===== src/hdl/sbd_pkg.sv =====
// shared widths and register map of the solid block detector
package sbd_pkg;

  localparam int PIX_W      = 8;
  localparam int DIM_W      = 9;
  localparam int WS_W       = 6;
  localparam int CFG_ADDR_W = 3;
  localparam int CFG_DATA_W = 32;

  localparam logic [CFG_ADDR_W-1:0] REG_WINDOW_SIZE = 3'd0;

  localparam logic [WS_W-1:0] WINDOW_SIZE_RESET = 6'd1;

endpackage


===== src/hdl/sbd_run_mem.sv =====
// column run memory with per-entry valid bits and a registered read
module sbd_run_mem #(
  parameter int DEPTH  = 256,
  parameter int DATA_W = 6,
  parameter int ADDR_W = 8
) (
  input  logic              clk,
  input  logic              rst_n,
  input  logic              clr,
  input  logic              wr_en,
  input  logic [ADDR_W-1:0] wr_addr,
  input  logic [DATA_W-1:0] wr_data,
  input  logic              rd_en,
  input  logic [ADDR_W-1:0] rd_addr,
  output logic [DATA_W-1:0] rd_data
);

  logic [DATA_W-1:0] mem [DEPTH];
  logic [DEPTH-1:0]  valid_r;
  logic [DATA_W-1:0] rd_data_r;

  always_ff @(posedge clk) begin
    if (wr_en) begin
      mem[wr_addr] <= wr_data;
    end
    if (rd_en) begin
      // entries not written since the last clear read as zero
      rd_data_r <= valid_r[rd_addr] ? mem[rd_addr] : '0;
    end
  end

  always_ff @(posedge clk) begin
    if (!rst_n) begin
      valid_r <= '0;
    end else if (clr) begin
      valid_r <= '0;
    end else if (wr_en) begin
      valid_r[wr_addr] <= 1'b1;
    end
  end

  assign rd_data = rd_data_r;

endmodule


===== src/hdl/solid_block_detector.sv =====
// solid block detector: one pixel per cycle, one column-run memory read and write per pixel
// result: registered in the output register when stage one fires on the last item of an image
// throughput: one item per cycle, set by the single read and write of the run memory
// stalls only while a result waits in the output register and another one is due
// reset: synchronous, clears positions, flags and all column valid bits
// window size register resets to one; no clearing pass over the memory
module solid_block_detector
  import sbd_pkg::*;
#(
  parameter int MAX_WIDTH  = 256,
  parameter int MAX_HEIGHT = 256,
  parameter int MAX_WIN    = 32
) (
  input  logic                  clk,
  input  logic                  rst_n,
  input  logic                  in_valid,
  output logic                  in_stall,
  input  logic [PIX_W-1:0]      in_pixel,
  input  logic [DIM_W-1:0]      in_img_width,
  input  logic [DIM_W-1:0]      in_img_height,
  output logic                  out_valid,
  input  logic                  out_stall,
  output logic                  out_changed,
  input  logic                  cfg_psel,
  input  logic                  cfg_penable,
  input  logic                  cfg_pwrite,
  input  logic [CFG_ADDR_W-1:0] cfg_paddr,
  input  logic [CFG_DATA_W-1:0] cfg_pwdata,
  output logic [CFG_DATA_W-1:0] cfg_prdata,
  output logic                  cfg_pready
);

  localparam int WW  = $clog2(MAX_WIN + 1);
  localparam int CW  = $clog2(MAX_WIDTH + 1);
  localparam int HW  = $clog2(MAX_HEIGHT + 1);
  localparam int PW  = (MAX_WIDTH > 1) ? $clog2(MAX_WIDTH) : 1;
  localparam int RPW = (MAX_HEIGHT > 1) ? $clog2(MAX_HEIGHT) : 1;

  typedef struct packed {
    logic          empty;
    logic          first;
    logic          last_row;
    logic          last_img;
    logic          pix_nz;
    logic [PW-1:0] col;
    logic [WW-1:0] win_w;
    logic [WW-1:0] win_h;
  } s1_t;

  // configuration
  logic [WS_W-1:0] ws_r;
  logic            cfg_wr;

  assign cfg_pready = 1'b1;
  assign cfg_wr     = cfg_psel && cfg_penable && cfg_pwrite && (cfg_paddr == REG_WINDOW_SIZE);
  assign cfg_prdata = (cfg_paddr == REG_WINDOW_SIZE) ? CFG_DATA_W'(ws_r) : '0;

  always_ff @(posedge clk) begin
    if (!rst_n) begin
      ws_r <= WINDOW_SIZE_RESET;
    end else if (cfg_wr) begin
      ws_r <= cfg_pwdata[WS_W-1:0];
    end
  end

  // stage 0: position tracking and memory read
  logic [PW-1:0]  col_pos_r;
  logic [RPW-1:0] row_pos_r;
  logic           accept;
  logic [CW-1:0]  w_c;
  logic [HW-1:0]  h_c;
  logic [31:0]    win32;
  logic [31:0]    win_w32;
  logic [31:0]    win_h32;
  logic           empty0;
  logic           last_row0;
  logic           last_img0;
  s1_t            s0;

  // stage 1: column run update
  s1_t            s1_r;
  logic           s1_vld_r;
  logic           s1_fire;
  logic           s1_res;
  logic           fwd_r;
  logic           zap_r;
  logic [WW-1:0]  fwd_run_r;
  logic [WW-1:0]  rd_data;
  logic [WW-1:0]  prev_run;
  logic [WW:0]    run_inc;
  logic [WW-1:0]  run_new;
  logic           full;
  logic [WW-1:0]  rr_prev;
  logic [WW:0]    rr_inc;
  logic [WW-1:0]  rr_new;
  logic           hit;
  logic [WW-1:0]  row_run_r;
  logic           found_r;

  logic           out_vld_r;
  logic           out_changed_r;

  always_comb begin
    empty0 = (in_img_width == '0) || (in_img_height == '0);
    w_c = (32'(in_img_width) > MAX_WIDTH) ? CW'(MAX_WIDTH) : CW'(in_img_width);
    h_c = (32'(in_img_height) > MAX_HEIGHT) ? HW'(MAX_HEIGHT) : HW'(in_img_height);
    if (ws_r == '0) begin
      win32 = 32'd1;
    end else if (32'(ws_r) > MAX_WIN) begin
      win32 = MAX_WIN;
    end else begin
      win32 = 32'(ws_r);
    end
    win_w32   = (win32 < 32'(w_c)) ? win32 : 32'(w_c);
    win_h32   = (win32 < 32'(h_c)) ? win32 : 32'(h_c);
    last_row0 = (32'(col_pos_r) + 32'd1) >= 32'(w_c);
    last_img0 = last_row0 && ((32'(row_pos_r) + 32'd1) >= 32'(h_c));

    s0.empty    = empty0;
    s0.first    = (col_pos_r == '0);
    s0.last_row = last_row0;
    s0.last_img = last_img0;
    s0.pix_nz   = (in_pixel != '0);
    s0.col      = col_pos_r;
    s0.win_w    = win_w32[WW-1:0];
    s0.win_h    = win_h32[WW-1:0];
  end

  assign s1_res   = s1_r.empty || s1_r.last_img;
  assign s1_fire  = s1_vld_r && (!s1_res || !out_vld_r || !out_stall);
  assign in_stall = s1_vld_r && !s1_fire;
  assign accept   = in_valid && !in_stall;

  always_ff @(posedge clk) begin
    if (!rst_n) begin
      col_pos_r <= '0;
      row_pos_r <= '0;
    end else if (accept) begin
      if (empty0 || last_img0) begin
        col_pos_r <= '0;
        row_pos_r <= '0;
      end else if (last_row0) begin
        col_pos_r <= '0;
        row_pos_r <= row_pos_r + 1'b1;
      end else begin
        col_pos_r <= col_pos_r + 1'b1;
      end
    end
  end

  sbd_run_mem #(
    .DEPTH  (MAX_WIDTH),
    .DATA_W (WW),
    .ADDR_W (PW)
  ) u_run_mem (
    .clk     (clk),
    .rst_n   (rst_n),
    .clr     (s1_fire && s1_res),
    .wr_en   (s1_fire && !s1_r.empty),
    .wr_addr (s1_r.col),
    .wr_data (run_new),
    .rd_en   (accept && !empty0),
    .rd_addr (col_pos_r),
    .rd_data (rd_data)
  );

  always_comb begin
    // the read in flight misses a write or a clear done at the same edge
    if (zap_r) begin
      prev_run = '0;
    end else if (fwd_r) begin
      prev_run = fwd_run_r;
    end else begin
      prev_run = rd_data;
    end
    run_inc = {1'b0, prev_run} + 1'b1;
    if (!s1_r.pix_nz) begin
      run_new = '0;
    end else if (run_inc > {1'b0, s1_r.win_h}) begin
      run_new = s1_r.win_h;
    end else begin
      run_new = run_inc[WW-1:0];
    end
    full    = (run_new >= s1_r.win_h);
    rr_prev = s1_r.first ? '0 : row_run_r;
    rr_inc  = {1'b0, rr_prev} + 1'b1;
    if (!full) begin
      rr_new = '0;
    end else if (rr_inc > {1'b0, s1_r.win_w}) begin
      rr_new = s1_r.win_w;
    end else begin
      rr_new = rr_inc[WW-1:0];
    end
    hit = (rr_new >= s1_r.win_w);
  end

  always_ff @(posedge clk) begin
    if (!rst_n) begin
      s1_vld_r <= 1'b0;
      fwd_r    <= 1'b0;
      zap_r    <= 1'b0;
    end else if (accept) begin
      s1_vld_r <= 1'b1;
      zap_r    <= s1_fire && s1_res;
      fwd_r    <= s1_fire && !s1_res && (s1_r.col == col_pos_r);
    end else if (s1_fire) begin
      s1_vld_r <= 1'b0;
    end
  end

  always_ff @(posedge clk) begin
    if (accept) begin
      s1_r      <= s0;
      fwd_run_r <= run_new;
    end
  end

  always_ff @(posedge clk) begin
    if (!rst_n) begin
      row_run_r <= '0;
      found_r   <= 1'b0;
    end else if (s1_fire) begin
      if (s1_res) begin
        row_run_r <= '0;
        found_r   <= 1'b0;
      end else begin
        row_run_r <= s1_r.last_row ? '0 : rr_new;
        found_r   <= found_r || hit;
      end
    end
  end

  always_ff @(posedge clk) begin
    if (!rst_n) begin
      out_vld_r <= 1'b0;
    end else if (s1_fire && s1_res) begin
      out_vld_r <= 1'b1;
    end else if (!out_stall) begin
      out_vld_r <= 1'b0;
    end
  end

  always_ff @(posedge clk) begin
    if (s1_fire && s1_res) begin
      out_changed_r <= !s1_r.empty && (found_r || hit);
    end
  end

  assign out_valid   = out_vld_r;
  assign out_changed = out_changed_r;

  // forwarding and clearing of the in-flight read exclude each other
  a_fwd_zap: assert property (@(posedge clk) disable iff (!rst_n) !(fwd_r && zap_r))
    else $error("forward and clear both set on the pending read");

  // a finished image always lands in the output register
  a_res_out: assert property (@(posedge clk) disable iff (!rst_n)
    (s1_fire && s1_res) |=> out_vld_r)
    else $error("result lost on its way to the output register");

  // column run never exceeds the vertical window; empty items read nothing
  a_run_cap: assert property (@(posedge clk) disable iff (!rst_n)
    (s1_vld_r && !s1_r.empty) |-> (run_new <= s1_r.win_h))
    else $error("column run above window height");

  // a stalled result holds the pipeline
  a_hold: assert property (@(posedge clk) disable iff (!rst_n)
    (s1_vld_r && s1_res && out_vld_r && out_stall) |=> (s1_vld_r && $stable(s1_r)))
    else $error("stage one moved while the output was blocked");

  // column position stays inside the run memory
  a_col_rng: assert property (@(posedge clk) disable iff (!rst_n)
    32'(col_pos_r) < MAX_WIDTH)
    else $error("column position out of range");

endmodule

===== config.mk =====
export PLATFORM = sky130hd
export DESIGN_NAME = solid_block_detector
export DESIGN_NICKNAME = d
export VERILOG_FILES = /design/src/hdl/sbd_pkg.sv /design/src/hdl/sbd_run_mem.sv /design/src/hdl/solid_block_detector.sv
export SDC_FILE = /design/constraint.sdc
export NUM_CORES = 2
export LEC_CHECK = 0
export BUFFER_PORTS_ARGS = -buffer_cell sky130_fd_sc_hd__buf_2
export CAP_MARGIN = 20
export CORE_MARGIN = 2
export CORE_UTILIZATION = 40
export DETAILED_ROUTE_END_ITERATION = 10
export GPL_TIMING_DRIVEN = 0
export HOLD_SLACK_MARGIN = 0.15
export PLACE_DENSITY_LB_ADDON = 0.1
export SYNTH_ARGS = -nofsm -noshare
export SYNTH_HDL_FRONTEND = slang
export SYNTH_SLANG_ARGS = --single-unit

===== constraint.sdc =====
create_clock -name clk -period 25.9 [get_ports clk]
set_input_delay 1.295 -clock clk [delete_from_list [all_inputs] [get_ports clk]]
set_output_delay 1.295 -clock clk [all_outputs]
set_load 0.02 [all_outputs]

==> reports/results.txt <==
The run finished with clean final reports. The Yosys step of the flow raised 0 warnings. The longest clock path from root to sink contains 3 buffers. The finished cells cover 85480 sq um. Combinational logic burns 8.3% of the power.

The post-synthesis sequential element count is 1863. After synthesis, flip-flops and latches occupy 71.81% of the total area. The routed length per placed instance is 41.01 um, and the pin count of the biggest net entering global routing is 83. The synthesized area divided by synthesized cell count works out to 17.20 sq um. The number of buffers and inverters on the critical path is 2. The run gives 157 as the total number of placement rows. The logs give 73870 sq um for the post-synthesis instance area and 29 for the initial antenna violation count.

Summed over all nets, the switching power comes to 1.644 mW. Most numerous cell on the critical path: a21o_1. The largest single stage delay on the critical path is 710 ps. The run gives 42.6% as the share of power burned in the clock network. The least setup slack across all paths after layout was 18010 ps; the proportion of layout cells with a drive suffix above 1 was 22.48%. The violation count after the first detailed-routing iteration is 7403. TritonCTS built the clock tree.

Grouping stages by cell kind, the critical path spends the most delay in compound AO/OA/AOI/OAI gates. The number of buffers created by CTS was 198. In this run the standard cell core region covers 183300 sq um.

The number of max-slew violations in the final report was 0; the total congestion overflow after global routing was 0. Across every metal layer, demand over resource in global routing totals 31.67%. The library cells used most frequently in the layout, excluding fill and tap cells, are 1574 x edfxtp_1, 810 x nor2_1, 433 x mux4_2. The total number of clock tree sinks was 1863. Worst hold-check path type: reg -> reg. The count of input and output buffers works out to 50. The floorplan step defined a die boundary enclosing 188100 sq um. The later pin in the worst-skew pair is clocked with a latency of 860 ps. Across the run, the number of max-cap violations was 0. The library cell used most frequently in the layout, excluding fill and tap cells, is edfxtp_1.

Detailed placer's ending HPWL: 201300 um. The predominant post-synthesis flop cell was edfxtp_1. The maximum fanout along the worst path is 8. Sorting the synthesized cells by area gives the leading types as edfxtp_1 64%, mux4_2 13%, dfxtp_1 7.8%. Between clock sinks in the finished design, the worst skew comes to 41.58 ps.

The share of the synthesized area in the top cell type works out to 63.98%. Setup violations remaining at the end of the flow were counted as 0. The floorplan step set the die height to 433.8 um. CTS built an H-tree with a depth of 4. The tree is rooted in a clkbuf_16. The worst-case setup slack after placement was 18000 ps; the leakage power figure was 27.72 nW. Setup repair after global routing left no endpoint under its margin.

Sequential cells account for 49.1% of the total power. The slew at the pin with the worst max-slew slack was 1300 ps; the relative slew slack was 13.12%. The first global-routing pass estimated 391900 um of wire. The biggest area contributor in the post-synthesis netlist is edfxtp_1.

Dividing the final minimum period by the clock period gives 30.45%. The number of nets still failing antenna checks after routing was 0. The run gives 0 as the number of resized instances in the post-cts repair step.

The horizontal extent of the die is 433.8 um. The worst setup path is captured at a register. The routed design could run at a clock period as short as 7886 ps. The number of failing hold endpoints at the final stage was 0; the initial core utilization was 40.31%. Of the total power, the share spent switching nets is 24.38%. The final layout contains 4769 nets.

The distinct cell type count after synthesis is 62. Counting every instance in the synthesized netlist gives 4296. The worst setup path is launched from a register. The critical path class was reg -> reg. Hold is met by 465.9 ps. For the final routed database, the setup TNS stands at 0 ps. The tools report the via count of the first global-routing pass as 42430.

The run gives 104 as the top-level I/O count. The routed design has 298900 um of wire. Clock-pin slew was measured on the worst setup and hold paths at 60 ps. For the arrival time reported for the critical path endpoint, the log shows 8440 ps. In the routed layout, each cell is associated on average with a via count of 6.206. The post-placement cell area was 78930 sq um; the number of hold-repair buffers added at the cts stage was 0. Timing would allow up to 126.8 MHz. The placer congestion estimate was 0.9793; the number of remaining DRC errors was 0.

The number of iterations in the first detailed-routing pass is 6. From synthesis to final layout, the design area changed by 15.72%. Across the VDD grid, the largest voltage drop is 0.00005498 V. In this run the power density over the cells is 78.89 nW/um^2.

After clock tree synthesis, the setup repair step added 0 buffers. Total number of vias: 45240. Cell with the largest stage delay on the worst path: a211oi_1. For the worst setup path, the data required time is 26450 ps. Cells fill 46.64% of the core in the end. Of all flip-flops after synthesis, the portion carrying an async set or reset was 0%.

The number of enable-type register cells in the synthesized netlist came out at 1574. The internal portion of the total power is 5.100 mW.
==> path summary, 6_finish.rpt <==
check                              start                      to  slack, ps  depth (start not counted)
setup / recovery                   fwd_r             out_changed      18010                         29
hold / removal    u_run_mem.valid_r[136]  u_run_mem.valid_r[136]        470                          2
setup reg to reg                   fwd_r             out_changed      18010                         29
hold reg to reg   u_run_mem.valid_r[136]  u_run_mem.valid_r[136]        470                          2
==> logic make-up after synthesis <==
group           Yosys count  synth area share, %
xor+xnor                 21               0.2490
mux                     554                14.87
simple gates           1102                6.102
flops                  1863                71.81
other cells               2              0.01017
compound gates          402                3.924
buf+inv                 295                2.066
fa+ha+maj                57               0.9654
==> layer usage <==
layer  track usage [%]  up-vias  part of all wire, %
li1                  -    17520                    -
met1             42.87    24080                   39
met2             47.21     2967                   44
met5                 0        -                0.034
met4             15.26       14                  5.6
met3             8.820      653                   11
==> power by group through the flow <==
stage               clock [mW]  sequential (mW)  combinational (mW)
floorplan                    0             3.41               0.244
global placement             0             3.45               0.496
detailed placement           0             3.37               0.548
CTS                       2.88             3.31               0.548
global route              2.99             3.31               0.567
finish                    2.87             3.31               0.561
==> Yosys cell counts, types with 6 or more instances <==
master and number:
edfxtp_1 1574, nor2_1 813, mux4_2 433, dfxtp_1 289, clkbuf_1 131, nand2_1 114
mux2i_1 104, a22oi_1 85, buf_4 69, ha_1 57, o21ai_0 55, nand3_1 52
a21oi_1 50, a221oi_1 37, buf_2 35, a22o_1 33, nor2b_1 31, a21o_1 22
inv_1 21, buf_1 19, o21ba_2 19, mux2_2 17, a31oi_1 16, nand2b_1 15
xor2_1 15, buf_6 14, o22ai_1 14, a211oi_1 13, and2_1 13, nor3_1 13
o211ai_1 13, or2_2 13, nor4_1 10, and3_1 9, o21a_1 8, or3_1 7
nand4_1 6, o221ai_1 6, xnor2_1 6
==> area by class of cell <==
type / count / area, sq um
Clock buffer: 274 / 5528
Sequential cell: 1863 / 53050
Timing Repair Buffer: 123 / 1737
Multi-Input combinational cell: 2163 / 19500
Antenna cell: 7 / 17.52
Inverter: 26 / 97.59
Tap cell: 2464 / 3083
Fill cell: 15690 / 97790
Buffer: 269 / 1499
Clock inverter: 100 / 968.4
==> registers in the layout, summed over array words and instances (netlist names) <==
name and cells:
out_changed 1, col_pos_r 8, fwd_r 1, zap_r 1, s1_r 25, row_run_r 6
out_valid 1, fwd_run_r 6, u_run_mem.mem 1536, found_r 1, s1_vld_r 1, row_pos_r 8
u_run_mem.valid_r 256, ws_r 6, u_run_mem.rd_data 6
==> tightest hold or removal path: stages, from the launching register on <==
cell and delay (ps):
dfxtp_1 320, nor2_1 50, nor2_1 60
==> metrics by stage <==
stage	power, mW	instances
after global routing	6.868	7283
after detailed placement	3.921	6905
after floorplan	3.650	4321
after global placement	3.947	6835
after CTS	6.736	7279
final	6.743	7289
No activity file was read; power rests on OpenSTA's default activity.
